===== config.mk =====
export PLATFORM = sky130hd
export DESIGN_NAME = eist_cell
export DESIGN_NICKNAME = d
export VERILOG_FILES = /design/src/rtl/eist_pkg.sv /design/src/rtl/eist_cell.sv
export SDC_FILE = /design/constraint.sdc
export NUM_CORES = 1
export LEC_CHECK = 0
export ABC_AREA = 1
export BUFFER_PORTS_ARGS = -buffer_cell sky130_fd_sc_hd__buf_4
export CORE_AREA = 2 2 190 192
export CTS_CLUSTER_SIZE = 25
export DETAILED_ROUTE_END_ITERATION = 16
export DIE_AREA = 0 0 192 194
export RECOVER_POWER = 25
export SYNTH_ARGS = -nofsm -noshare
export SYNTH_HDL_FRONTEND = slang
export SYNTH_SLANG_ARGS = --single-unit

===== constraint.sdc =====
create_clock -name clock -period 2.5 [get_ports clock]
set_clock_uncertainty 0.05 [all_clocks]
set_input_delay 0.25 -clock clock [delete_from_list [all_inputs] [get_ports clock]]
set_output_delay 0.25 -clock clock [all_outputs]
set_load 0.03 [all_outputs]

===== src/rtl/eist_pkg.sv =====
// ----------------------------------------------------------------------------
// eist_pkg
// shared types and codes for the enrolled id slot table
// ----------------------------------------------------------------------------
package eist_pkg;

   localparam logic [3:0] ACT_ENROLL     = 4'd0;
   localparam logic [3:0] ACT_DELETE     = 4'd1;
   localparam logic [3:0] ACT_DELETE_ID  = 4'd2;
   localparam logic [3:0] ACT_DELETE_ALL = 4'd3;
   localparam logic [3:0] ACT_CHECK      = 4'd4;
   localparam logic [3:0] ACT_CHECK_MGR  = 4'd5;
   localparam logic [3:0] ACT_MGR_FINGER = 4'd6;
   localparam logic [3:0] ACT_COUNT      = 4'd7;
   localparam logic [3:0] ACT_NEXT       = 4'd8;

   localparam logic [1:0] ST_OK        = 2'd0;
   localparam logic [1:0] ST_NOT_FOUND = 2'd1;
   localparam logic [1:0] ST_FULL      = 2'd2;

   localparam int FINGERS = 256;

   typedef struct packed {
      logic [3:0]  action;
      logic [31:0] user_id;
      logic [7:0]  finger_number;
      logic [7:0]  manager_level;
   } req_type;

   typedef struct packed {
      logic [1:0]  status;
      logic [11:0] slot_index;
      logic [12:0] result_value;
   } rsp_type;

   // command word that travels down the cell chain together with the sweep
   typedef struct packed {
      logic        active;
      logic [3:0]  action;
      logic [31:0] user_id;
      logic [7:0]  finger;
      logic        manager;
      logic        wr_en;      // write back phase of enroll
      logic [11:0] wr_slot;
   } cmd_type;

   // partial results gathered along the chain
   typedef struct packed {
      logic        hit_found;
      logic [11:0] hit_slot;
      logic        hit_mgr;
      logic        free_found;
      logic [11:0] free_slot;
      logic        mgr_found;
      logic [7:0]  mgr_finger;
      logic        id_found;
      logic [7:0]  low_finger;
      logic [12:0] count;
   } acc_type;

endpackage


===== src/rtl/eist_cell.sv =====
// ----------------------------------------------------------------------------
// eist_cell
// one slot of the table: holds its entry, compares it against the command
// and passes command and running results to the next cell
// ----------------------------------------------------------------------------
module eist_cell #(
   parameter int unsigned INDEX = 0
) (
   input  logic              clock,
   input  logic              reset,
   input  eist_pkg::cmd_type cmd_i,
   input  eist_pkg::acc_type acc_i,
   output eist_pkg::cmd_type cmd_o,
   output eist_pkg::acc_type acc_o,
   output logic [eist_pkg::FINGERS-1:0] mark_o
);
   import eist_pkg::*;

   localparam logic [11:0] MY_SLOT = 12'(INDEX);

   logic        valid_ff, valid_in;
   logic [31:0] id_ff;
   logic [7:0]  finger_ff;
   logic        mgr_ff;
   cmd_type     cmd_ff;
   acc_type     acc_ff, acc_in;
   logic        id_hit, entry_hit, wr_here;

   assign id_hit    = valid_ff && (id_ff == cmd_i.user_id);
   assign entry_hit = id_hit && (finger_ff == cmd_i.finger);
   assign wr_here   = cmd_i.active && cmd_i.wr_en && (cmd_i.wr_slot == MY_SLOT);

   always_comb begin
      valid_in = valid_ff;
      acc_in   = acc_i;
      if (cmd_i.active && !cmd_i.wr_en) begin
         if (entry_hit && !acc_i.hit_found) begin
            acc_in.hit_found = 1'b1;
            acc_in.hit_slot  = MY_SLOT;
            acc_in.hit_mgr   = mgr_ff;
         end
         if (!valid_ff && !acc_i.free_found) begin
            acc_in.free_found = 1'b1;
            acc_in.free_slot  = MY_SLOT;
         end
         if (id_hit && mgr_ff && !acc_i.mgr_found) begin
            acc_in.mgr_found  = 1'b1;
            acc_in.mgr_finger = finger_ff;
         end
         if (id_hit) begin
            acc_in.id_found = 1'b1;
            if (!acc_i.id_found || finger_ff < acc_i.low_finger)
               acc_in.low_finger = finger_ff;
         end
         if (valid_ff) acc_in.count = acc_i.count + 13'd1;
         unique case (cmd_i.action)
            ACT_DELETE:     if (entry_hit && !acc_i.hit_found) valid_in = 1'b0;
            ACT_DELETE_ID:  if (id_hit) valid_in = 1'b0;
            ACT_DELETE_ALL: valid_in = 1'b0;
            default:        ;
         endcase
      end
      if (wr_here) valid_in = 1'b1;
   end

   always_comb begin
      mark_o = '0;
      if (valid_ff && id_ff == cmd_ff.user_id && cmd_ff.active && !cmd_ff.wr_en)
         mark_o[finger_ff] = 1'b1;
   end

   always_ff @(posedge clock) begin
      if (reset) begin
         valid_ff      <= 1'b0;
         cmd_ff.active <= 1'b0;
      end else begin
         valid_ff <= valid_in;
         cmd_ff   <= cmd_i;
      end
      acc_ff <= acc_in;
      if (wr_here) begin
         id_ff     <= cmd_i.user_id;
         finger_ff <= cmd_i.finger;
         mgr_ff    <= cmd_i.manager;
      end
   end

   assign cmd_o = cmd_ff;
   assign acc_o = acc_ff;
endmodule


; Word-level counts from Yosys, hierarchy flattened
; Index checks and enable logic that the tools add are counted.
[op_classes]
n_addsub = 1
multipliers = 0
div = 0
magnitude_cmp = 3
eq_ne = 8
shifts = 0
n_mux = 15
bitwise_logic = 0
reduce_logical = 25
[op_table]
columns = cell, count
row1 = $mux 256, 1
row2 = $eq 32x32->1, 2
row3 = $mux 58, 1
row4 = $mux 13, 2
row5 = $mux 9, 2
row6 = $mux 14, 1
row7 = $add 13x1->13 const B, 1
row8 = $logic_and 1x1->1, 13
row9 = $logic_not 12->1, 1
row10 = $lt 8x9->1 const B, 1
row11 = $demux 1 s8, 1
row12 = $eq 4x2->1 const B, 2
row13 = $eq 8x8->1, 1
row14 = $ge 8x1->1 const B, 1
row15 = $lt 8x8->1, 1
row16 = $mux 8, 1
row17 = $logic_not 1->1, 7
row18 = $ne 3x3->1 const B, 2
row19 = $mux 1, 5
row20 = $eq 4x1->1 const B, 1
row21 = $reduce_and 4->1, 1
row22 = $reduce_bool 4->1, 1
row23 = $pmux 1 s3, 1
row24 = $reduce_bool 2->1, 1
row25 = $logic_or 1x1->1, 1
[totals]
regBits = 159
latchBits = 0
mem_bits_rw = 0
rom_bits = 0
out_inout_bits = 373
word_cells = 73
mem_count = 0

; Depth between registers and ports, before layout
; Gate-level depths: netlist of run 1.
[logic_depth]
word_depth = 8
depth_mapped = 14

; Worst setup path before layout of run 1
; OpenSTA, ideal clock, no wires.
[synth_path]
path_type = flip-flop to output port
start = reg cmd_ff (netlist bit cmd_o[33])
end = out mark_o[39] in the netlist's numbering
arrival_ps = 2303
path_slack_ps = -103
path_stages_with_launch = 11
n_path_buf = 3
cell_sequence = edfxtp_1 or2_1 a221oi_1 nand2_1 nor2_2 and2_1 buf_4 buf_6 nand2_2 buf_6 nor2_1
[synth_between]
elab_chain_len = 5
[synth_rtl]
columns = item, line
row1 = "start, declared", eist_cell.sv:25  ; cmd_type cmd_ff;
row2 = "start signal, assigned", eist_cell.sv:78  ; cmd_ff <= cmd_i;
row3 = $eq 32x32->1, eist_cell.sv:68  ; if (valid_ff && id_ff == cmd_ff.user_id && cmd_ff.active && !cmd_ff.wr_en)
row4 = $logic_and 1x1->1 (3 in a row), eist_cell.sv:68
row5 = $mux 256, eist_cell.sv:68
row6 = "end, declared", eist_cell.sv:15  ; output logic [eist_pkg::FINGERS-1:0] mark_o
; Every way passes these cells.

; Worst setup path after layout of run 1
[layout_path]
start = reg id_ff[24]
end = out mark_o[157] in the netlist's numbering
[layout_between]
elab_chain_len = 5
[layout_rtl]
columns = item, line
row1 = "start, declared", eist_cell.sv:22  ; logic [31:0] id_ff;
row2 = "start signal, assigned", eist_cell.sv:82  ; id_ff <= cmd_i.user_id;
row3 = $eq 32x32->1, eist_cell.sv:68
row4 = $logic_and 1x1->1 (3 in a row), eist_cell.sv:68
row5 = $mux 256, eist_cell.sv:68
; Every way passes these cells.

==> results of run 1 <==
[metrics by stage]
| step | hold WS [ps] | TNS, ps |
|---|---|---|
| CTS | 0.159 | -100640 |
| floorplan | 269 | -5390 |
| finish | 14.0 | -94540 |
| global route | 22.2 | -127620 |
| detailed placement | 388 | -6020 |
| global placement | 382 | -6410 |
[power groups by stage]
stage	clock network (uW)	registers [uW]	logic [uW]
CTS	2830	2980	1050
finish	2770	2980	1030
floorplan	0	3290	158
detailed placement	0	3040	915
global placement	0	3030	909
global route	2930	3000	1100
[layout make-up]
class,instances,share of cell area (%)
Antenna cell,1,0.0141
Clock buffer,19,2.55
Clock inverter,13,0.903
Inverter,165,3.66
Multi-Input combinational cell,725,28.3
Sequential cell,159,23.5
Tap cell,461,3.25
Timing Repair Buffer,708,37.8
[worst register-to-register path, delay by kind of cell, from the launching register on]
kind            cells  cell delay, ps
compound gates      1              80
simple gates        9            1000
flops               1             400
buf+inv             4             620
[Yosys cell counts]
cell type,number
a21oi_1,13
a221oi_1,3
a22o_1,4
and2_1,1
and3_1,3
buf_1,1
buf_2,3
buf_4,3
buf_6,3
clkbuf_1,16
clkinv_1,6
dfxtp_1,60
edfxtp_1,99
ha_1,8
inv_1,159
mux2_2,1
nand2_1,207
nand2_2,8
nand3_1,19
nand3b_1,3
nand4_1,11
nor2_1,348
nor2_2,21
nor3_1,4
nor4_1,4
o21ai_0,17
o21ai_1,1
o21bai_1,1
o22ai_1,6
or2_1,4
or2_2,5
xnor2_1,21
xor2_1,10
[cell families (layout without fill, tap and decap cells)]
| group | after synthesis | count (layout) |
|---|---|---|
| xor+xnor | 31 | 31 |
| compound gates | 45 | 45 |
| flops | 159 | 159 |
| simple gates | 638 | 640 |
| buf+inv | 191 | 905 |
| other cells | 0 | 1 |
| fa+ha+maj | 8 | 8 |
| mux | 1 | 1 |
[flip-flops by register name, summed over array words and instances (netlist names)]
signal     cells
mgr_ff         1
id_ff         32
valid_ff       1
finger_ff      8
cmd_o         59
acc_o         58
[metal layers]
layer | part of all wire [%] | track usage, % | wire [microns]
met1 | 36 | 22.4 | 16100
met2 | 52 | 37.4 | 23300
met3 | 8.2 | 5.21 | 3710
met4 | 4.4 | 7.29 | 1980
met5 | 0 | 0 | 0
[timing repair]
action / CTS / global route
endpoints found under the hold margin: 148 / 0
pin swaps: 6 / 16
cloned: 1 / 12
hold buffers: 108 / 0
gates resized for setup: 175 / 413
setup endpoints to repair: 256 / 257
setup buffers: 6 / 19
[final timing paths]
check,startpoint,end,slack (ps)
worst max register to register,id_ff[20],acc_o[29],260
worst max-delay path,id_ff[24],mark_o[157],-510
worst min-delay path,acc_i[23],acc_o[23],10
worst min register to register,mgr_ff,acc_o[30],460
==> flow_summary.ini, run 1 <==
[global_routing]
antenna_found_initial = 1
global_route.usage.total_pct = 20.4
grt_pass1_vias = 9615
wire_length_of_the_first_global_routing_pass_microns = 56900
grt_start_max_net_pins = 43
overflow = 0

[critical_path]
timing.critical_path.depth = 11
setup.worst_path.class = flop to output pin
critPathMaxStageDelay_ps = 380
cp_bufs_invs = 4
path_delay_family = simple AND/OR/NAND/NOR gates
cp_data_required_time_ps = 2200
critical_path.startpoint_type = flop
critical_path_peak_fanout = 6
critPathSlowestCell = edfxtp_1
path_cells = inv_1 -> o21ai_0 -> a221oi_1 -> nand3_1 -> nor2_4 -> and2_4 -> buf_12 -> buf_12 -> nand2_8 -> nor2_4 -> buf_6
critical_path_arrival_ps = 2710
worst-r2r-cell-count = 14
timing.critical_path.to_type = output pin

[hold_path]
worst_hold_path.num_cells = 3
worst_hold_class = input pin to flop

[sta]
final_setup_margin_ps = -509
final_max_slew_viol_count = 0
timing_hold_violations_final = 0
worst_pin_slew_ps = 1040
grt_setup_unrepaired = yes
timing.slew.headroom_pct = 30.2
achievable-frequency_mhz = 332
min_period_over_period_pct = 120
setup_viol = 256
final_period_demand_of_the_worst_path_ps = 3010

[logic_synthesis]
synth_cells = 1073
synth_top_area_cell = edfxtp_1
syn_area_sq_um = 8150
synth_simple_gate_area_share_pct = 31.6
post_synth_xor_area_fraction_pct = 3.33
synth-adder-area-share_pct = 1.23
synth_warnings = 0
combinational_family_with_the_most_area_after_synthesis = simple AND/OR/NAND/NOR gates
synth_compound_gate_area_share_pct = 3.21
yosysUniqueCellTypes = 33
synth.area.mux_share_pct = 0.138
synth.net_count = 1200
synth-seq-cells = 159
ys_top_cells_by_area = edfxtp_1 (36%), nor2_1 (16%), dfxtp_1 (15%)
avgSynthCellArea_sq_um = 7.60
synth.yosys.seq_area_share_pct = 51.2
synth_largest_type_area_fraction_pct = 36.5

[floorplanning]
floorplan.die_area_sq_um = 37200
fp.dieH_microns = 194
coreArea_sq_um = 35200
placementRows = 69
io_pins = 492
die_x_microns = 192
start_util_pct = 23.1

[clock_network]
cts_sinks = 159
cts.path.max_buffers = 2
clkTransAtPathRegs_ps = 70
cts_tree = yes
cts_buffers = 17
clock_tree.root_cell = clkbuf_16
clock_insertion_delay_worst_skew_ps = 440
htree_levels = 4

[power]
leakagePower_uw = 0.00741
power.internal_uw = 5010
total_power_draw_uw = 6780
switching_power_uw = 1770
power.density_cell_area_nw_per_um2 = 382
irDropWorstVdd_mv = 0.421
sw_share_pct = 26.2
pwr-share-comb_pct = 15.1
clock_power_share_pct = 40.9
p_seq_share_pct = 44.0

[finish]
final_core_utilization_pct = 50.4
final-instance-count-excl-fill = 2251
multiInputGateArea_sq_um = 5030
n_fill_cell = 3005
drive_above_1_share_pct = 48.5
most_frequent_standard_cell_in_the_layout_excluding_fill_and_tap_cells = buf_4
final-seq-area_sq_um = 4170
final_cell_mix = buf_4 (280), buf_6 (234), nand2_1 (189)
final_nets = 1903
area_delta_synth_final_pct = 118
layout.cell_area.non_filler_sq_um = 17700

[drt]
postRouteAntennaNets = 0
dr_total_vias = 10100
vias_per_cell = 4.47
routed_wire_length_per_instance_microns = 20.0
drt_pre_antenna_iters = 5
initialDrtViolationCount = 504
detail_route.wirelength_microns = 45100
drt_drc_violations_left = 0

[place]
place_ws_ps = -141
port_buf_inserts = 491
placedInstanceArea_sq_um = 13300
gp_congestion = 0.871
hpwl_microns = 29400
post-place-cells = 2074

[status]
outcome = complete, but fails checks
failing_checks = setup timing

[flow_run]
max-cap-violations = 0
Power figures use the tool's default switching activity.
==> inputs of run 2 (changes only) <==
- CTS_CLUSTER_SIZE: 25 -> 12
- clock period: 2.5 -> 3.8 ns (I/O delays scaled with it)
==> run 2 against run 1 <==
Effect of this change:
- the run now ends clean
- largest cell class is now sequential cells
- routed wire length shrank 20%
- via count fell by 14%
- hold slack better by 48 ps
- clock power fell by 34%
- cell count decreased by 9.3%
- sequential share of layout area increased by 9.2 points
- first-iteration DRC count fell by 5.6%
- power down 36%
- non-clock buffer count is 207 lower
- setup slack better by 760 ps
- critical path depth unchanged
- critical endpoint is now mark_o[92]
==> flow_summary.ini, run 2 (same netlist as run 1, synthesis figures left out) <==
[status]
outcome = finished, final reports clean

[clock_network]
cts_sinks = 159
cts.path.max_buffers = 2
post_cts_hold_buffer_count = 0
htree_levels = 4
clock_tree.root_cell = clkbuf_16
cts_tree = yes
cts_buffers = 17
clock_insertion_delay_worst_skew_ps = 450
clkTransAtPathRegs_ps = 70
cts_post_setup_buffers_inserted = 0

[critical_path]
cp_data_required_time_ps = 3370
regToRegSetupSlack_ps = 1220
regToRegEndpoint = acc_o[18]
critical_path_arrival_ps = 3120
critical_path_peak_fanout = 14
reg2reg_from = id_ff[10]
worst-r2r-cell-count = 9
setup.worst_path.class = flop to output pin
critical_path.startpoint_type = flop
timing.critical_path.to_type = output pin

[flow_run]
max-cap-violations = 0

[finish]
drive_above_1_share_pct = 32.7
largest_reg_flops = 59
most_frequent_standard_cell_in_the_layout_excluding_fill_and_tap_cells = buf_4
final_cell_mix = buf_4 (434), nor2_1 (348), nand2_1 (204)
area_delta_synth_final_pct = 56.7
final_nets = 1694
antenna-diode-count = 0

[floorplanning]
io_pins = 492
floorplan.die_area_sq_um = 37200
start_util_pct = 23.1
coreArea_sq_um = 35200
fp.dieH_microns = 194
placementRows = 69
die_x_microns = 192

[global_routing]
overflow = 0
grt_pass1_vias = 8190
grt_start_max_net_pins = 23
global_route.usage.total_pct = 18.6
wire_length_of_the_first_global_routing_pass_microns = 50900
antenna_found_initial = 1

[sta]
fin_worst_hold_slack_ps = 62.3
timing.setup.tns_ps = 0
final_max_slew_viol_count = 0
timing_hold_violations_final = 0
grt_setup_unrepaired = no
worst_pin_slew_ps = 998
final_period_demand_of_the_worst_path_ps = 3550
min_period_over_period_pct = 93.4
achievable-frequency_mhz = 282
setup_viol = 0
timing.slew.headroom_pct = 33.4

[drt]
detail_route.wirelength_microns = 36200
drt_pre_antenna_iters = 7
dr_total_vias = 8657
drt_drc_violations_left = 0
postRouteAntennaNets = 0
initialDrtViolationCount = 476
vias_per_cell = 4.24
routed_wire_length_per_instance_microns = 17.7

[power]
clock_power_share_pct = 42.1
total_power_draw_uw = 4330
pwr-share-comb_pct = 12.6
power.internal_uw = 3200
sw_share_pct = 26.1
p_seq_share_pct = 45.3
irDropWorstVdd_mv = 0.480
switching_power_uw = 1130
power.density_cell_area_nw_per_um2 = 339
leakagePower_uw = 0.00597

[place]
port_buf_inserts = 491
gp_congestion = 0.877
hpwl_microns = 29300

[hold_path]
worst_hold_path.endpoint = acc_o[55]
worst_hold_class = input pin to flop
hp-start = acc_i[55]
worst_hold_path.num_cells = 3
-- run 2: worst max-delay path by stage --
stage	from	end	slack, ps	depth (start not counted)
3_3_place_gp	id_ff[20]	mark_o[28]	260	10
6_report	id_ff[20]	mark_o[92]	250	11
5_1_grt	id_ff[20]	mark_o[92]	2	11
3_5_place_dp	id_ff[20]	mark_o[30]	210	10
2_1_floorplan	cmd_o[33]	mark_o[39]	1070	10
4_1_cts	id_ff[20]	mark_o[100]	70	10
-- run 2: layout make-up --
| cell class | count | area (sq um) |
|---|---|---|
| Tap cell | 461 | 577 |
| Clock inverter | 12 | 161 |
| Timing Repair Buffer | 501 | 3550 |
| Multi-Input combinational cell | 723 | 3230 |
| Clock buffer | 20 | 457 |
| Sequential cell | 159 | 4170 |
| Inverter | 165 | 619 |
| Fill cell | 3723 | 22500 |
-- run 2: critical path, stage by stage, from the launching register on --
cell	delay [ps]
edfxtp_1	430
xor2_1	180
nor3_1	190
nand3_1	120
nor2_1	180
nand2_1	100
nor2_2	270
and2_4	320
buf_4	180
nand2_1	290
nor2_1	220
buf_4	190
-- run 2: power groups by stage --
stage | combinational (uW) | sequential, uW | clock [uW]
2_1_floorplan | 104 | 2170 | 0
3_3_place_gp | 572 | 2000 | 0
3_5_place_dp | 577 | 2000 | 0
4_1_cts | 578 | 1960 | 1860
5_1_grt | 587 | 1970 | 1920
6_report | 545 | 1960 | 1820
-- run 2: per-stage QoR --
step	area, sq um	util [%]	worst slack [ps]	std cells
after floorplan	8150	-	1070	1073
after global placement	12400	35.1	257	2009
after detailed placement	12400	35.1	207	2009
after CTS	13000	36.8	70.9	2041
after global routing	12800	36.3	2.49	2041
final	12800	36.3	249	2041
-- run 2: per-layer routing --
metal | global-route usage [%] | up-vias | share of wire, %
met3 | 5.36 | 46 | 8.1
met1 | 20.5 | 3945 | 39
met5 | 0 | - | 0.036
met2 | 33.9 | 392 | 51
li1 | - | 4272 | -
met4 | 6.05 | 2 | 2.3
-- run 2: timing repair --
action / CTS / global route
resized for setup: 2 / 3
endpoints found under the hold margin: 0 / 0
setup endpoints to repair: 77 / 57
