$ cat src/rtl/eist_pkg.sv
// ----------------------------------------------------------------------------
// eist_pkg
// shared types and codes for the enrolled id slot table
// ----------------------------------------------------------------------------
package eist_pkg;

   localparam logic [3:0] ACT_ENROLL     = 4'd0;
   localparam logic [3:0] ACT_DELETE     = 4'd1;
   localparam logic [3:0] ACT_DELETE_ID  = 4'd2;
   localparam logic [3:0] ACT_DELETE_ALL = 4'd3;
   localparam logic [3:0] ACT_CHECK      = 4'd4;
   localparam logic [3:0] ACT_CHECK_MGR  = 4'd5;
   localparam logic [3:0] ACT_MGR_FINGER = 4'd6;
   localparam logic [3:0] ACT_COUNT      = 4'd7;
   localparam logic [3:0] ACT_NEXT       = 4'd8;

   localparam logic [1:0] ST_OK        = 2'd0;
   localparam logic [1:0] ST_NOT_FOUND = 2'd1;
   localparam logic [1:0] ST_FULL      = 2'd2;

   localparam int FINGERS = 256;

   typedef struct packed {
      logic [3:0]  action;
      logic [31:0] user_id;
      logic [7:0]  finger_number;
      logic [7:0]  manager_level;
   } req_type;

   typedef struct packed {
      logic [1:0]  status;
      logic [11:0] slot_index;
      logic [12:0] result_value;
   } rsp_type;

   // command word that travels down the cell chain together with the sweep
   typedef struct packed {
      logic        active;
      logic [3:0]  action;
      logic [31:0] user_id;
      logic [7:0]  finger;
      logic        manager;
      logic        wr_en;      // write back phase of enroll
      logic [11:0] wr_slot;
   } cmd_type;

   // partial results gathered along the chain
   typedef struct packed {
      logic        hit_found;
      logic [11:0] hit_slot;
      logic        hit_mgr;
      logic        free_found;
      logic [11:0] free_slot;
      logic        mgr_found;
      logic [7:0]  mgr_finger;
      logic        id_found;
      logic [7:0]  low_finger;
      logic [12:0] count;
   } acc_type;

endpackage

$ cat src/rtl/eist_if.sv
// ----------------------------------------------------------------------------
// eist_req_if / eist_rsp_if
// valid/ready channels for requests and responses
// ----------------------------------------------------------------------------
interface eist_req_if;
   import eist_pkg::*;
   logic    valid;
   logic    ready;
   req_type data;
   modport source (output valid, output data, input ready);
   modport sink   (input valid, input data, output ready);
endinterface

interface eist_rsp_if;
   import eist_pkg::*;
   logic    valid;
   logic    ready;
   rsp_type data;
   modport source (output valid, output data, input ready);
   modport sink   (input valid, input data, output ready);
endinterface

$ cat src/rtl/eist_ctrl.sv
// ----------------------------------------------------------------------------
// eist_ctrl
// sequencer: launches the sweep, collects the chain result, runs the
// enroll write pass and the next finger search, holds the response
// ----------------------------------------------------------------------------
module eist_ctrl (
   input  logic              clock,
   input  logic              reset,
   eist_req_if.sink          req,
   eist_rsp_if.source        rsp,
   output eist_pkg::cmd_type cmd_o,
   input  eist_pkg::cmd_type cmd_i,
   input  eist_pkg::acc_type acc_i,
   input  logic [eist_pkg::FINGERS-1:0] marks_i
);
   import eist_pkg::*;

   localparam logic [2:0] S_IDLE  = 3'd0;
   localparam logic [2:0] S_SWEEP = 3'd1;
   localparam logic [2:0] S_WRITE = 3'd2;
   localparam logic [2:0] S_NEXT  = 3'd3;
   localparam logic [2:0] S_RESP  = 3'd4;

   logic [2:0]   state_ff, state_in;
   req_type      req_ff, req_in;
   logic [FINGERS-1:0] bits_ff, bits_in;
   logic [8:0]   scan_ff, scan_in;
   rsp_type      rsp_ff, rsp_in;
   logic [11:0]  wslot_ff, wslot_in;
   logic         launch, write_go;

   assign req.ready = (state_ff == S_IDLE);
   assign rsp.valid = (state_ff == S_RESP);
   assign rsp.data  = rsp_ff;

   always_comb begin
      cmd_o         = '0;
      cmd_o.action  = req_ff.action;
      cmd_o.user_id = req_ff.user_id;
      cmd_o.finger  = req_ff.finger_number;
      cmd_o.manager = (req_ff.manager_level != 8'd0);
      cmd_o.active  = launch || write_go;
      cmd_o.wr_en   = write_go;
      cmd_o.wr_slot = wslot_ff;
   end

   always_comb begin
      state_in = state_ff;
      req_in   = req_ff;
      bits_in  = bits_ff;
      scan_in  = scan_ff;
      rsp_in   = rsp_ff;
      wslot_in = wslot_ff;
      launch   = 1'b0;
      write_go = 1'b0;
      unique case (state_ff)
         S_IDLE: if (req.valid) begin
            req_in   = req.data;
            bits_in  = '0;
            state_in = S_SWEEP;
         end
         S_SWEEP: begin
            // fire once when the command enters, then wait for it at the end
            if (scan_ff == 9'd0) begin
               launch  = 1'b1;
               scan_in = 9'd1;
            end
            bits_in = bits_ff | marks_i;
            if (cmd_i.active && !cmd_i.wr_en) begin
               rsp_in  = '0;
               scan_in = 9'd0;
               state_in = S_RESP;
               unique case (req_ff.action)
                  ACT_ENROLL:
                     if (acc_i.hit_found || acc_i.free_found) begin
                        wslot_in = acc_i.hit_found ? acc_i.hit_slot : acc_i.free_slot;
                        rsp_in.slot_index = wslot_in;
                        state_in = S_WRITE;
                     end else rsp_in.status = ST_FULL;
                  ACT_DELETE, ACT_CHECK:
                     if (!acc_i.hit_found) rsp_in.status = ST_NOT_FOUND;
                  ACT_DELETE_ID:
                     if (!acc_i.id_found) rsp_in.status = ST_NOT_FOUND;
                  ACT_CHECK_MGR:
                     if (!(acc_i.hit_found && acc_i.hit_mgr)) rsp_in.status = ST_NOT_FOUND;
                  ACT_MGR_FINGER:
                     if (acc_i.mgr_found) rsp_in.result_value = {5'd0, acc_i.mgr_finger};
                     else rsp_in.status = ST_NOT_FOUND;
                  ACT_COUNT: rsp_in.result_value = acc_i.count;
                  ACT_NEXT:
                     if (acc_i.id_found) begin
                        scan_in  = {1'b0, acc_i.low_finger} + 9'd1;
                        state_in = S_NEXT;
                     end else rsp_in.status = ST_NOT_FOUND;
                  default: ;
               endcase
            end
         end
         S_WRITE: begin
            // write pass travels the chain; the target cell catches it
            if (scan_ff == 9'd0) begin
               write_go = 1'b1;
               scan_in  = 9'd1;
            end
            if (cmd_i.active && cmd_i.wr_en) begin
               scan_in  = 9'd0;
               state_in = S_RESP;
            end
         end
         S_NEXT: begin
            if (scan_ff[8] || !bits_ff[scan_ff[7:0]]) begin
               rsp_in.result_value = {4'd0, scan_ff};
               scan_in  = 9'd0;
               state_in = S_RESP;
            end else scan_in = scan_ff + 9'd1;
         end
         S_RESP: if (rsp.ready) state_in = S_IDLE;
         default: state_in = S_IDLE;
      endcase
   end

   always_ff @(posedge clock) begin
      if (reset) begin
         state_ff <= S_IDLE;
         scan_ff  <= 9'd0;
      end else begin
         state_ff <= state_in;
         scan_ff  <= scan_in;
      end
      req_ff   <= req_in;
      bits_ff  <= bits_in;
      rsp_ff   <= rsp_in;
      wslot_ff <= wslot_in;
   end
endmodule

$ cat src/flat_wrapper.sv
// flat-port wrapper written by rule: the top's interface ports become plain ports
module eist_ctrl_flat import eist_pkg::*;
  (clock, reset, cmd_o, cmd_i, acc_i, marks_i, req_valid, req_data, req_ready, rsp_valid, rsp_data, rsp_ready);
  eist_req_if req_i ();
  eist_rsp_if rsp_i ();
  input  logic clock;
  input  logic reset;
  output eist_pkg::cmd_type cmd_o;
  input  eist_pkg::cmd_type cmd_i;
  input  eist_pkg::acc_type acc_i;
  input  logic [eist_pkg::FINGERS-1:0] marks_i;
  input wire logic [$bits(req_i.valid)-1:0] req_valid;
  input wire logic [$bits(req_i.data)-1:0] req_data;
  output wire logic [$bits(req_i.ready)-1:0] req_ready;
  output wire logic [$bits(rsp_i.valid)-1:0] rsp_valid;
  output wire logic [$bits(rsp_i.data)-1:0] rsp_data;
  input wire logic [$bits(rsp_i.ready)-1:0] rsp_ready;
  assign req_i.valid = req_valid;
  assign req_i.data = req_data;
  assign req_ready = req_i.ready;
  assign rsp_valid = rsp_i.valid;
  assign rsp_data = rsp_i.data;
  assign rsp_i.ready = rsp_ready;
  eist_ctrl u_core (.clock(clock), .reset(reset), .req(req_i), .rsp(rsp_i), .cmd_o(cmd_o), .cmd_i(cmd_i), .acc_i(acc_i), .marks_i(marks_i));
endmodule
$ cat config.mk
export PLATFORM = sky130hd
export DESIGN_NAME = eist_ctrl_flat
export DESIGN_NICKNAME = d
export VERILOG_FILES = /design/src/rtl/eist_pkg.sv /design/src/rtl/eist_if.sv /design/src/rtl/eist_ctrl.sv /design/src/flat_wrapper.sv
export SDC_FILE = /design/constraint.sdc
export NUM_CORES = 1
export LEC_CHECK = 0
export BUFFER_PORTS_ARGS = -buffer_cell sky130_fd_sc_hd__clkbuf_2
export CORE_AREA = 2 2 202 204
export CTS_CLUSTER_DIAMETER = 30
export CTS_CLUSTER_SIZE = 20
export DETAILED_ROUTE_END_ITERATION = 7
export DIE_AREA = 0 0 204 206
export GPL_ROUTABILITY_DRIVEN = 0
export PLACE_DENSITY = 0.68
export SLEW_MARGIN = 15
export SYNTH_ARGS = -nofsm -noshare
export SYNTH_HDL_FRONTEND = slang
export SYNTH_SLANG_ARGS = --single-unit
$ cat constraint.sdc
create_clock -name clock -period 8.8 [get_ports clock]
set_input_delay 1.32 -clock clock [delete_from_list [all_inputs] [get_ports clock]]
set_output_delay 1.32 -clock clock [all_outputs]
set_load 0.05 [all_outputs]
# After elaboration in Yosys (flattened, before gate mapping)
# Cells that the tools add are included.
[word_totals]
regBits = 359
latch_bits = 0
ramBits = 0
mem_bits_ro = 0
in_bits = 429
output_inout_bits = 88
wordCells = 90
mem_count = 0
[classes]
add_sub_neg = 2
n_mul = 0
n_div = 0
magnitude_cmp = 1
n_eq_ne = 16
shifts = 0
n_mux = 35
bitwise = 1
n_reduce_logical = 24
[op_table]
columns = ["cell", "n"]
rows = [
  ["$pmux 256 s2", 1],
  ["$mux 256", 1],
  ["$or 256x256->256", 1],
  ["$mux 9", 6],
  ["$pmux 13 s2", 2],
  ["$pmux 9 s3", 1],
  ["$mux 13", 2],
  ["$mux 3", 7],
  ["$eq 4x3->1 const B", 4],
  ["$pmux 3 s5", 1],
  ["$mux 12", 1],
  ["$pmux 2 s5", 1],
  ["$add 8x1->9 const B", 1],
  ["$add 9x1->9 const B", 1],
  ["$logic_not 9->1", 1],
  ["$lt 8x9->1 const B", 1],
  ["$bmux 1 s8", 1],
  ["$mux 1", 8],
  ["$mux 8", 1],
  ["$ne 2x1->1 const B", 4],
  ["$reduce_and 2->1", 4],
  ["$reduce_bool 8->1", 1],
  ["$eq 3x2->1 const B", 2],
  ["$pmux 3 s2", 1],
  ["18 further kinds", 25],
]

# Depth between registers and ports, before layout
# Gate-level depths: netlist of run 1.
[logic_depth]
word_depth = 6
mapped_depth = 12
depth_no_buf = 8

# Least setup slack after synthesis of run 1
# OpenSTA, ideal clock, no wires.
[synth_timing]
path_kind = "flip-flop to flip-flop"
start = "register u_core.state_ff[0]"
end = "register u_core.bits_ff[0] (enable)"
setup_time_ns = 0.510
arrival_time_ns = 6.385
t_required_ns = 8.290
setup_slack_ns = 1.905
stages_incl_launch_ff = 5
path_buffers = 1
period_less_slack_ns = 6.895
cell_sequence = "dfxtp_1 -> clkbuf_1 -> nor3_1 -> and2_1 -> or2_2"
[synth_via]
elab_chain_cells = 3
elab_cells_between_ends = 5
classes_between = "eq/ne: 2; reduce/logical: 3"
[synth_lines]
columns = ["item", "line", "text"]
rows = [
  ["start, declared", "eist_ctrl.sv:24", "logic [2:0] state_ff, state_in;"],
  ["start signal, assigned", "eist_ctrl.sv:127", "state_ff <= state_in;"],
  ["$logic_not 3->1 *", "-", ""],
  ["via req_ready", "flat_wrapper.sv:14", "output wire logic [$bits(req_i.ready)-1:0] req_ready;"],
  ["$ne 2x2->1 (no line) or $reduce_bool 2->1 (tied branches)", "-", ""],
  ["$reduce_and 2->1 (no line) *", "-", ""],
  ["end signal, assigned", "eist_ctrl.sv:131", "bits_ff <= bits_in;"],
  ["end, declared", "eist_ctrl.sv:26", "logic [FINGERS-1:0] bits_ff, bits_in;"],
]
# The timed path passes the listed nets; every way through them passes the cells marked *.
# A chain may end at the register's enable or synchronous reset.

# Worst setup path after layout of run 1
[layout_timing]
start = "register u_core.scan_ff[1]"
end = "register u_core.rsp_ff, in the netlist u_core.rsp.data[4] (enable)"
[layout_via]
elab_chain_cells = 6
[layout_lines]
columns = ["item", "line", "text"]
rows = [
  ["start, declared", "eist_ctrl.sv:27", "logic [8:0] scan_ff, scan_in;"],
  ["start signal, assigned", "eist_ctrl.sv:128", "scan_ff <= scan_in;"],
  ["$bmux 1 s8", "eist_ctrl.sv:111", "if (scan_ff[8] || !bits_ff[scan_ff[7:0]]) begin"],
  ["$mux 1 (not written as such)", "eist_ctrl.sv:111", ""],
  ["$logic_not 1->1", "eist_ctrl.sv:111", ""],
  ["$logic_or 1x1->1", "eist_ctrl.sv:111", ""],
  ["$ne 2x1->1 (no line)", "-", ""],
  ["$reduce_and 3->1 (no line)", "-", ""],
  ["end signal, assigned", "eist_ctrl.sv:132", "rsp_ff <= rsp_in;"],
  ["end, declared", "eist_ctrl.sv:28", "rsp_type rsp_ff, rsp_in;"],
]
# No other way between the ends. The select of a mux whose other input is x is not followed.

==> impl_summary.txt, run 1 <==
----------------------------------------------------
[Timing]
  Slew margin rel. ... about a quarter
  Time the final worst path needs with I/O delays and setup ... 4.47 ns
  Post-route worst hold slack ... 0.559 ns
  Number of hold violations in the final report ... 0
  Max Clock Freq ... roughly 0.22 GHz
  Sum of negative setup slack ... 0 ns
  Final setup slack of the worst path ... around 4.3 ns
  Worst slew pin tran ... around 1.1 ns
  Period utilization ... approximately 50%
  Max-slew violation count ... 0
  Final Skew ... approximately 0.023 ns
  Unrepaired setup endpoints after global routing ... false
  Final setup violating endpoints ... 0

[Power]
  Pwr dens ... 262 mW/mm²
  Leakage power summed over all cells ... between 8 and 9 nW
  Peak VDD IR ... 201 µV

[Floorplanning]
  Die boundary height ... 206 µm
  Area of the core region ... between 0.04 and 0.05 mm²
  Die Span X ... just over 200 µm
  Standard-cell rows ... 74
  Effective utilization at floorplan ... 41.7%
  Die Area ... about 0.042 mm²
  Count of pins on the block boundary ... around 520

[Clock tree]
  H-Tree Depth ... 3
  Number of buffers inserted to repair setup after CTS ... 0
  CTS-repair resized insts ... 0
  Clock Pin Slew Worst Setup and Hold Paths ... ~0.05 ns
  Count of hold buffers inserted by post-cts repair ... 0
  Number of buffers added by the clock tree synthesis step ... 84
  Clock tree buffer depth ... 3
  Clk sink count ... 359
  CTS tree ... built
  Root cell of the clock tree ... clkbuf_16
  Clock insertion delay at the later pin of the skew report ... about 0.60 ns

[Worst setup path]
  CP Cell Sequence ... buf_4 -> mux4_2 -> mux2i_1 -> a2111oi_0 -> o21a_1 -> a311o_4 -> nand3_4 -> nor3b_2
  Slowest stage delay, CP ... around 0.92 ns
  Number of buffers and inverters on the critical path ... 1
  Data required time of the critical path ... 9.00 ns
  Crit. End Element ... flop
  Number of cells traversed by the worst register-to-register path ... 8
  Type of origin of the critical path ... flop
  Crit path max-delay cell type ... nor3b_2
  Critical path peak fanout ... between 40 and 50
  Critical Path Stages ... 8
  Slack of the worst reg-to-reg path ... 4.33 ns
  Critical path class ... reg2reg
  Family of cells with the greatest summed delay on the critical path ... simple AND/OR/NAND/NOR gates
  Crit path arrival time ... approximately 4.7 ns

[Global routing]
  Initial antenna violation count ... 4
  Total congestion overflow after global routing ... 0
  Pin count of the biggest net entering global routing ... roughly 100
  Vias in the first global route ... approximately 12000
  First-pass GRT wire length ... 70700 µm
  Overall track demand over capacity in global routing ... ~23%

[Cells and area]
  Proportion of layout cells with a drive suffix above 1 ... between 30% and 40%
  Number of nets in the final layout ... between 2000 and 2500
  Final non-filler cell area ... about 0.022 mm²
  Fill cell total of the finished layout ... roughly 3400
  Area added between synthesis and finish ... 30.0%
  Non-filler cells, final ... ~2400

[Drt]
  Number of nets with antenna violations after routing ... 0
  Routed len/inst ... around 20 µm
  Aggregate routed wire length ... a little under 50000 µm
  Drc violations ... 0
  Vias/cell ... 5.09
  Violation count after the first detailed-route iteration ... 874
  First-pass DRT Iterations ... 5
  Via total after detailed routing ... around 12000

[Place]
  Worst setup slack after placement ... roughly 4.2 ns
  Post-detailed-placement half-perimeter wirelength ... between 30000 and 40000 µm
  Port buffer count ... around 460
  Area post-placement ... 0.0191 mm²
  Cell Count Post-Placement ... ~2200

[Synth]
  Syn Area/Cell ... roughly 12 µm²
  Synthesized instance count ... ~1400
  Syn nets ... 1788
  Synthesis warning total ... 0
  Count of flip-flops with a built-in enable after synthesis ... 347
  Post-Syn Area ... 0.0167 mm²
  Flip-flop and latch count after synthesis ... approximately 360
  Distinct cell type count after synthesis ... 70
  Commonest register cell after synthesis ... edfxtp_1
  Share of async-settable or async-resettable flops after synthesis ... 0%
  Fraction of the yosys area taken by sequential cells ... a little under two thirds

[Status]
  Status ... complete, no violations

[Hold path]
  Hold/Removal Path Class ... reg2reg
  Worst Hold Path Cells ... 2

[Flow run]
  Max-Cap Viols ... 0

----------------------------------------------------
-- where the power goes --
part	switching (mW)	leakage, nW	total (mW)	internal, mW
Clock	0.960	1.31	2.93	1.97
Sequential	0.103	3.59	2.23	2.13
Combinational	0.326	4.03	0.547	0.221
Total	1.39	8.93	5.71	4.32
-- tightest hold or removal path, cell delays in order, from the launching register on --
cell      delay (ns)
edfxtp_1        0.33
nor2_1          0.05
nor2_1          0.07
-- kinds of logic after synthesis --
kind of cell | synth area share (%)
AO/OA/AOI/OAI | 4.16
multiplexers | 10.1
buffers and inverters | 4.78
AND/OR/NAND/NOR | 16.6
adder cells (fa/ha/maj) | 0.224
XOR/XNOR | 0.523
flip-flops | 63.7
-- stage by stage --
stage	utilization, %	power [mW]
after CTS	54.1	5.76
after floorplan	-	2.61
final	54.2	5.71
after detailed placement	47.5	2.81
after global placement	47.5	2.78
after global routing	54.2	5.92
-- synth_stat cells (2+ instances only) --
master | instances | area, µm²
nor4_1 | 4 | 25.0
a311oi_2 | 2 | 30.0
o21ai_0 | 9 | 45.0
nor2_1 | 547 | 2050
a21oi_1 | 19 | 95.1
buf_6 | 6 | 67.6
a311oi_1 | 3 | 26.3
ha_1 | 3 | 37.5
edfxtp_1 | 347 | 10400
nor3_1 | 7 | 35.0
a2111oi_0 | 5 | 43.8
inv_1 | 10 | 37.5
or2_2 | 2 | 12.5
a22oi_1 | 10 | 75.1
buf_2 | 5 | 25.0
and2_1 | 4 | 25.0
dfxtp_1 | 12 | 240
nor3b_1 | 3 | 22.5
or4_1 | 2 | 15.0
mux2i_1 | 11 | 110
mux4_1 | 11 | 289
a31oi_1 | 3 | 18.8
xnor2_1 | 4 | 35.0
a211oi_1 | 5 | 37.5
buf_4 | 58 | 435
xor2_1 | 6 | 52.6
a211o_1 | 4 | 35.0
nor2b_1 | 24 | 150
nand2_1 | 34 | 128
o22ai_1 | 10 | 62.6
clkbuf_1 | 40 | 150
buf_12 | 3 | 60.1
nand4_1 | 2 | 12.5
nand3_1 | 17 | 85.1
a221o_1 | 2 | 20.0
mux4_2 | 45 | 1010
and3_1 | 9 | 56.3
o31ai_1 | 3 | 22.5
mux2_2 | 24 | 270
o211ai_1 | 3 | 22.5
nor4b_1 | 2 | 17.5
nand2b_1 | 8 | 50.1
-- metal layers --
| layer | part of all wire (%) | track usage, % | vias up |
|---|---|---|---|
| met2 | 50 | 38.5 | 502 |
| met4 | 2.9 | 9.24 | 4 |
| met3 | 8.8 | 7.49 | 99 |
| met5 | 0.062 | 0 | - |
| met1 | 39 | 26.2 | 5862 |
| li1 | - | - | 5749 |
-- area by class of cell --
cell class	instances	area, µm²	area share (%)
diodes	3	7.51	0.0345
flip-flops and latches	359	10700	49.0
clock buffers	94	2140	9.83
multi-input cells	873	5300	24.3
inverters	10	37.5	0.172
repair buffers	472	2390	11.0
well taps	532	666	3.06
clock inverters	59	551	2.53
-- registers in the layout (all words and copies together) (netlist names) --
register         flops
u_core.bits_ff     256
u_core.cmd_o        44
u_core.req_ff        8
u_core.rsp.data     27
u_core.scan_ff       9
u_core.state_ff      3
u_core.wslot_ff     12
-- layout by cell type (no fill, tap or decap), drive strengths merged, types with 3 or more instances in the layout --
cell / n
and3: 10
nor2b: 24
and2: 4
a31oi: 3
bufinv: 8
ha: 3
nor4: 5
o22ai: 10
nand3: 18
dfxtp: 12
o21ai: 9
nand2: 34
a211oi: 5
clkinvlp: 5
diode: 3
o31ai: 3
nor3b: 3
nor2: 548
nand2b: 8
mux4: 56
xnor2: 4
clkinv: 39
nor3: 7
inv: 17
a311oi: 5
mux2: 24
a22oi: 10
a2111oi: 5
a21oi: 19
clkbuf: 553
mux2i: 11
edfxtp: 347
a211o: 4
o211ai: 3
buf: 13
xor2: 6
-- final timing paths --
path                                                        start                           endpoint
worst max register to register     u_core.scan_ff[1]$_SDFFE_PP0P_       u_core.rsp.data[4]$_DFFE_PP_
worst min-delay path            u_core.bits_ff[217]$_SDFFCE_PN0P_  u_core.bits_ff[217]$_SDFFCE_PN0P_
worst min register to register  u_core.bits_ff[217]$_SDFFCE_PN0P_  u_core.bits_ff[217]$_SDFFCE_PN0P_
worst max-delay path               u_core.scan_ff[1]$_SDFFE_PP0P_       u_core.rsp.data[4]$_DFFE_PP_
(Power assumes the default switching activity.)
==> inputs of run 2 (changes only) <==
==> constraint.sdc (replaced) <==
create_clock -name clock -period 4.6 [get_ports clock]
set_input_delay 0.69 -clock clock [delete_from_list [all_inputs] [get_ports clock]]
set_output_delay 0.69 -clock clock [all_outputs]
set_load 0.05 [all_outputs]
==> run 2 against run 1 <==
Net effect: flip-flop and latch count unchanged; hold slack worse by 0.28 ns; total power increased by 100%; critical path depth is 3 lower; global-route usage increased by 0.40 points; count of clock-buffer cells in the layout rose by 4; utilization up 1.3 points; sequential share of layout area shrank 1.2 points; wire length grew 2.5%; setup slack worse by 3.7 ns; combinational power increased by 96%; non-clock buffer count rose by 12; largest power group unchanged.
==> impl_summary.txt, run 2 (synthesis results as in run 1) <==
----------------------------------------------------
[Floorplanning]
  Die boundary height ... about 200 µm
  Count of pins on the block boundary ... roughly 520
  Die Area ... roughly 0.042 mm²
  Die Span X ... 204 µm
  Effective utilization at floorplan ... 41.7%
  Area of the core region ... 0.0402 mm²
  Standard-cell rows ... between 70 and 80

[Timing]
  Max Clock Freq ... around 0.25 GHz
  Final setup violating endpoints ... 0
  Time the final worst path needs with I/O delays and setup ... between 3 and 4 ns
  Period utilization ... 86.1%
  Final Skew ... 0.0279 ns
  Number of hold violations in the final report ... 0
  Sum of negative setup slack ... 0 ns
  Post-route worst hold slack ... about 0.28 ns
  Worst slew pin tran ... between 1 and 1.5 ns
  Slew margin rel. ... 33.0%
  Max-slew violation count ... 0
  Unrepaired setup endpoints after global routing ... false

[Drt]
  Vias/cell ... just over 5
  First-pass DRT Iterations ... 5
  Drc violations ... 0
  Via total after detailed routing ... about 12000
  Routed wire length on met2 ... 24200 µm
  Met3 Routed Length ... approximately 4500 µm
  Routed length on met1 ... roughly 19000 µm
  Number of nets with antenna violations after routing ... 0
  Aggregate routed wire length ... ~50000 µm
  Violation count after the first detailed-route iteration ... 1101
  Highest signal layer in the routed design ... met5
  Routed len/inst ... approximately 20 µm

[Clock tree]
  Clock insertion delay at the later pin of the skew report ... 0.59 ns
  Root cell of the clock tree ... clkbuf_16
  CTS tree ... built
  H-Tree Depth ... 3
  Count of hold buffers inserted by post-cts repair ... 0
  Number of buffers inserted to repair setup after CTS ... 0
  CTS-repair resized insts ... 0
  Clock tree buffer depth ... 3
  Clock Pin Slew Worst Setup and Hold Paths ... roughly 0.050 ns
  Number of buffers added by the clock tree synthesis step ... about 90
  Clk sink count ... between 300 and 400

[Hold path]
  Hold/Removal Path Class ... in2reg
  Worst Hold Path Cells ... 1

[Global routing]
  First-pass GRT wire length ... between 70000 and 80000 µm
  Total congestion overflow after global routing ... 0
  Initial antenna violation count ... 11
  Vias in the first global route ... between 10000 and 15000
  Overall track demand over capacity in global routing ... between 20% and 30%
  Pin count of the biggest net entering global routing ... approximately 150

[Power]
  Peak VDD IR ... around 470 µV
  Pwr dens ... roughly 520 mW/mm²
  Clock network power share ... 54.2%
  Leakage power summed over all cells ... 9.15 nW
  Flop pwr share ... a little over a third
  Combinational group share of total power ... 9.1%
  Sw Share ... a little under a quarter
  Switching power summed over all nets ... ~2.7 mW
  Pint ... between 8 and 9 mW

[Place]
  Post-detailed-placement half-perimeter wirelength ... 35100 µm
  Cell Count Post-Placement ... roughly 2300
  Area post-placement ... slightly below 0.02 mm²
  Port buffer count ... about 460

[Worst setup path]
  Data required time of the critical path ... between 3 and 4 ns
  Crit path arrival time ... around 3.3 ns
  Type of origin of the critical path ... flop
  Critical path peak fanout ... 14
  Number of cells traversed by the worst register-to-register path ... 9
  Critical path class ... reg2out
  Crit. End Element ... primary output

[Cells and area]
  Most common library cell in the layout ignoring fill and taps ... nor2_1
  Flip-flop count of the largest register, all copies and words added ... ~260
  Proportion of layout cells with a drive suffix above 1 ... between 30% and 40%
  Top library cells by usage in the layout, fill and taps aside ... 547 x nor2_1, 459 x clkbuf_2, 347 x edfxtp_1, 91 x clkbuf_16, 45 x mux4_2
  Number of nets in the final layout ... approximately 2200
  Final non-filler cell area ... roughly 0.022 mm²
  Area added between synthesis and finish ... 33.2%
  Register ranked first by flip-flop count ... u_core.bits_ff
  Non-filler cells, final ... between 2000 and 2500

[Status]
  Status ... complete, no violations

[Flow run]
  Max-Cap Viols ... 0

----------------------------------------------------
run 2: changes by cell type in the layout (fill, tap and decap cells not counted), moves of 2 or more:
| cell | previous run | this run |
|---|---|---|
| inv_6 | 7 | 2 |
| clkbuf_16 | 84 | 91 |
| clkbuf_1 | 10 | 7 |
| bufinv_16 | 8 | 15 |
| clkinvlp_4 | 5 | 15 |
| clkinv_4 | 7 | 5 |
| buf_12 | 0 | 3 |
| buf_4 | 13 | 22 |
| diode_2 | 3 | 8 |
| clkinv_2 | 14 | 11 |
run 2: final cells by class:
type,instances,area [µm²]
Multi-Input combinational cell,873,5300
Antenna cell,8,20.0
Fill cell,3390,17900
Clock buffer,98,2300
Sequential cell,359,10700
Timing Repair Buffer,484,2520
Tap cell,532,666
Inverter,10,37.5
Clock inverter,66,772
run 2: worst paths after layout:
path / from / endpoint / slack, ns
setup / recovery: u_core.scan_ff[3]$_SDFFE_PP0P_ / cmd_o[58] / 0.64
hold / removal: req_data[44] / u_core.cmd_o[50]$_DFFE_PP_ / 0.28
hold reg to reg: u_core.bits_ff[216]$_SDFFCE_PN0P_ / u_core.bits_ff[216]$_SDFFCE_PN0P_ / 0.56
setup reg to reg: u_core.scan_ff[1]$_SDFFE_PP0P_ / u_core.rsp.data[0]$_DFFE_PP_ / 0.95
run 2: worst max-delay path, stage by stage, from the launching register on:
cell	delay (ns)
dfxtp_2	0.43
nor2_1	0.43
nand2_1	0.34
or4_1	0.68
nor3_1	0.41
clkbuf_2	0.38
run 2: power by group through the flow:
stage                     clock (mW)  sequential, mW  combinational, mW
final                           6.32            4.27               1.07
after global placement             0            4.29               1.05
after floorplan                    0            4.26              0.730
after global routing            6.60            4.30               1.17
after detailed placement           0            4.31               1.07
after CTS                       6.42            4.26               1.08
run 2: per-layer routing:
layer / up-vias / global-route usage, %
met1: 6013 / 26.7
met5: - / 0
met2: 547 / 38.2
li1: 5795 / -
met3: 108 / 7.54
met4: 6 / 11.7
run 2: through the flow:
stage               setup slack (ns)  utilization [%]  total power [mW]
finish                         0.641             55.5              11.7
global route                   0.516             55.5              12.1
CTS                            0.554             55.4              11.8
detailed placement             0.970             47.8              5.38
global placement               0.981             47.8              5.34
floorplan                     0.0334                -              4.98
==> inputs of run 3 (changes only) <==
--- a/config.mk
+++ b/config.mk
@@ -13,6 +13,7 @@
 export DIE_AREA = 0 0 204 206
 export GPL_ROUTABILITY_DRIVEN = 0
 export PLACE_DENSITY = 0.68
+export REMOVE_ABC_BUFFERS = 1
 export SLEW_MARGIN = 15
 export SYNTH_ARGS = -nofsm -noshare
 export SYNTH_HDL_FRONTEND = slang
==> run 3 against run 2 <==
Net effect: utilization shrank 0.15 points; largest power group unchanged; critical endpoint is now cmd_o[12]; die area unchanged; critical path depth rose by 1; largest cell class unchanged; flip-flop and latch count did not move; global-route usage up 0.18 points; hold slack worse by 0.025 ns; via count up 0.17%; register-to-register slack got worse by 0.03 ns; design area decreased by 0.27%.
==> impl_summary.txt, run 3 (synthesis results as in run 1) <==
----------------------------------------------------
[Cells and area]
  Number of nets in the final layout ... about 2200
  Register ranked first by flip-flop count ... u_core.bits_ff
  Flip-flop count of the largest register, all copies and words added ... approximately 260
  Final non-filler cell area ... roughly 0.022 mm²
  Proportion of layout cells with a drive suffix above 1 ... around 38%
  Non-filler cells, final ... 2429
  Most common library cell in the layout ignoring fill and taps ... nor2_1
  Area added between synthesis and finish ... 32.8%
  Top library cells by usage in the layout, fill and taps aside ... 547 x nor2_1, 459 x clkbuf_2, 347 x edfxtp_1, 90 x clkbuf_16, 45 x mux4_2
  Area taken by multi-input logic gates ... 0.00530 mm²
  Post-route core utilization ... 55.3%
  Combined flip-flop and latch cell area ... 0.0107 mm²
  Fill cell total of the finished layout ... 3411

[Timing]
  Worst slew pin tran ... around 1 ns
  Period utilization ... between 80 and 90%
  Time the final worst path needs with I/O delays and setup ... approximately 3.8 ns
  Unrepaired setup endpoints after global routing ... false
  Final setup violating endpoints ... 0
  Number of hold violations in the final report ... 0
  Max-slew violation count ... 0
  Final Skew ... ~0.023 ns
  Slew margin rel. ... about a third
  Max Clock Freq ... between 0.2 and 0.3 GHz

[Power]
  Tot Pwr ... roughly 12 mW
  Leakage power summed over all cells ... ~9.1 nW
  Pwr dens ... 518 mW/mm²
  Peak VDD IR ... between 300 and 400 µV

[Drt]
  Aggregate routed wire length ... 49300 µm
  Vias/cell ... between 5 and 6
  Routed len/inst ... 20.3 µm
  Number of nets with antenna violations after routing ... 0
  Drc violations ... 0
  Via total after detailed routing ... roughly 12000
  First-pass DRT Iterations ... 5
  Violation count after the first detailed-route iteration ... 782

[Global routing]
  Pin count of the biggest net entering global routing ... approximately 100
  Vias in the first global route ... roughly 13000
  Overall track demand over capacity in global routing ... between 20% and 30%
  Initial antenna violation count ... 14
  Total congestion overflow after global routing ... 0
  First-pass GRT wire length ... roughly 73000 µm

[Worst setup path]
  Type of origin of the critical path ... flop
  Number of cells traversed by the worst register-to-register path ... 9
  Critical path peak fanout ... 34
  Crit. End Element ... primary output
  Critical path class ... reg2out
  Data required time of the critical path ... approximately 4 ns
  Crit path arrival time ... around 3.1 ns

[Floorplanning]
  Area of the core region ... 0.0402 mm²
  Standard-cell rows ... 74
  Count of pins on the block boundary ... 517
  Die Span X ... about 200 µm
  Die Area ... between 0.04 and 0.05 mm²
  Die boundary height ... roughly 210 µm
  Effective utilization at floorplan ... between 40% and 50%

[Clock tree]
  Root cell of the clock tree ... clkbuf_16
  Count of hold buffers inserted by post-cts repair ... 0
  Clock insertion delay at the later pin of the skew report ... 0.61 ns
  H-Tree Depth ... 3
  CTS tree ... built
  CTS-repair resized insts ... 0
  Number of buffers inserted to repair setup after CTS ... 0
  Clk sink count ... approximately 360
  Clock Pin Slew Worst Setup and Hold Paths ... ~0.040 ns
  Clock tree buffer depth ... 3
  Number of buffers added by the clock tree synthesis step ... 90

[Place]
  Post-detailed-placement half-perimeter wirelength ... 34600 µm
  Port buffer count ... 459
  Area post-placement ... ~0.019 mm²
  Cell Count Post-Placement ... about 2300

[Hold path]
  Hold/Removal Path Class ... in2reg
  Worst Hold Path Cells ... 1

[Flow run]
  Max-Cap Viols ... 0

[Status]
  Status ... complete, no violations

----------------------------------------------------
[run 3: final timing paths]
path / start / to / slack (ns)
max: u_core.scan_ff[0]$_SDFFE_PP0P_ / cmd_o[12] / 0.79
min: req_data[3] / u_core.req_ff[3]$_DFFE_PP_ / 0.25
max reg2reg: u_core.scan_ff[0]$_SDFFE_PP0P_ / u_core.rsp.data[11]$_SDFFCE_PP0P_ / 0.92
min reg2reg: u_core.bits_ff[217]$_SDFFCE_PN0P_ / u_core.bits_ff[217]$_SDFFCE_PN0P_ / 0.56
[run 3: through the flow]
stage	TNS [ns]	setup slack, ns	hold slack (ns)
4_1_cts	0	0.703	0.223
2_1_floorplan	-656.65	-2.19	0.483
3_3_place_gp	0	0.906	0.542
5_1_grt	0	0.570	0.228
3_5_place_dp	0	0.871	0.548
6_report	0	0.788	0.254
[run 3: power breakdown]
group          switching, mW  internal, mW
sequential             0.205          4.06
combinational          0.631         0.437
clock                   2.01          4.17
[run 3: per-layer routing]
| layer | GRT usage (%) | share of wire (%) | up-vias |
|---|---|---|---|
| met3 | 7.57 | 9.1 | 104 |
| met2 | 38.7 | 49 | 545 |
| li1 | - | - | 5794 |
| met5 | 0 | 0.091 | - |
| met4 | 12.6 | 4.0 | 6 |
| met1 | 26.4 | 38 | 6041 |
[run 3: cell type report]
cell class	count	share of cell area, %
flip-flops and latches	359	48.0
multi-input cells	873	23.8
repair buffers	477	11.3
clock buffers	99	10.3
clock inverters	67	3.29
well taps	532	2.99
inverters	10	0.169
diodes	12	0.135
[run 3: worst max-delay path, cell delays in order (launching register included)]
cell,delay [ns]
dfxtp_4,0.54
inv_1,0.62
ha_1,0.26
nand2b_1,0.07
or4_1,0.50
nor3_1,0.20
clkbuf_2,0.32
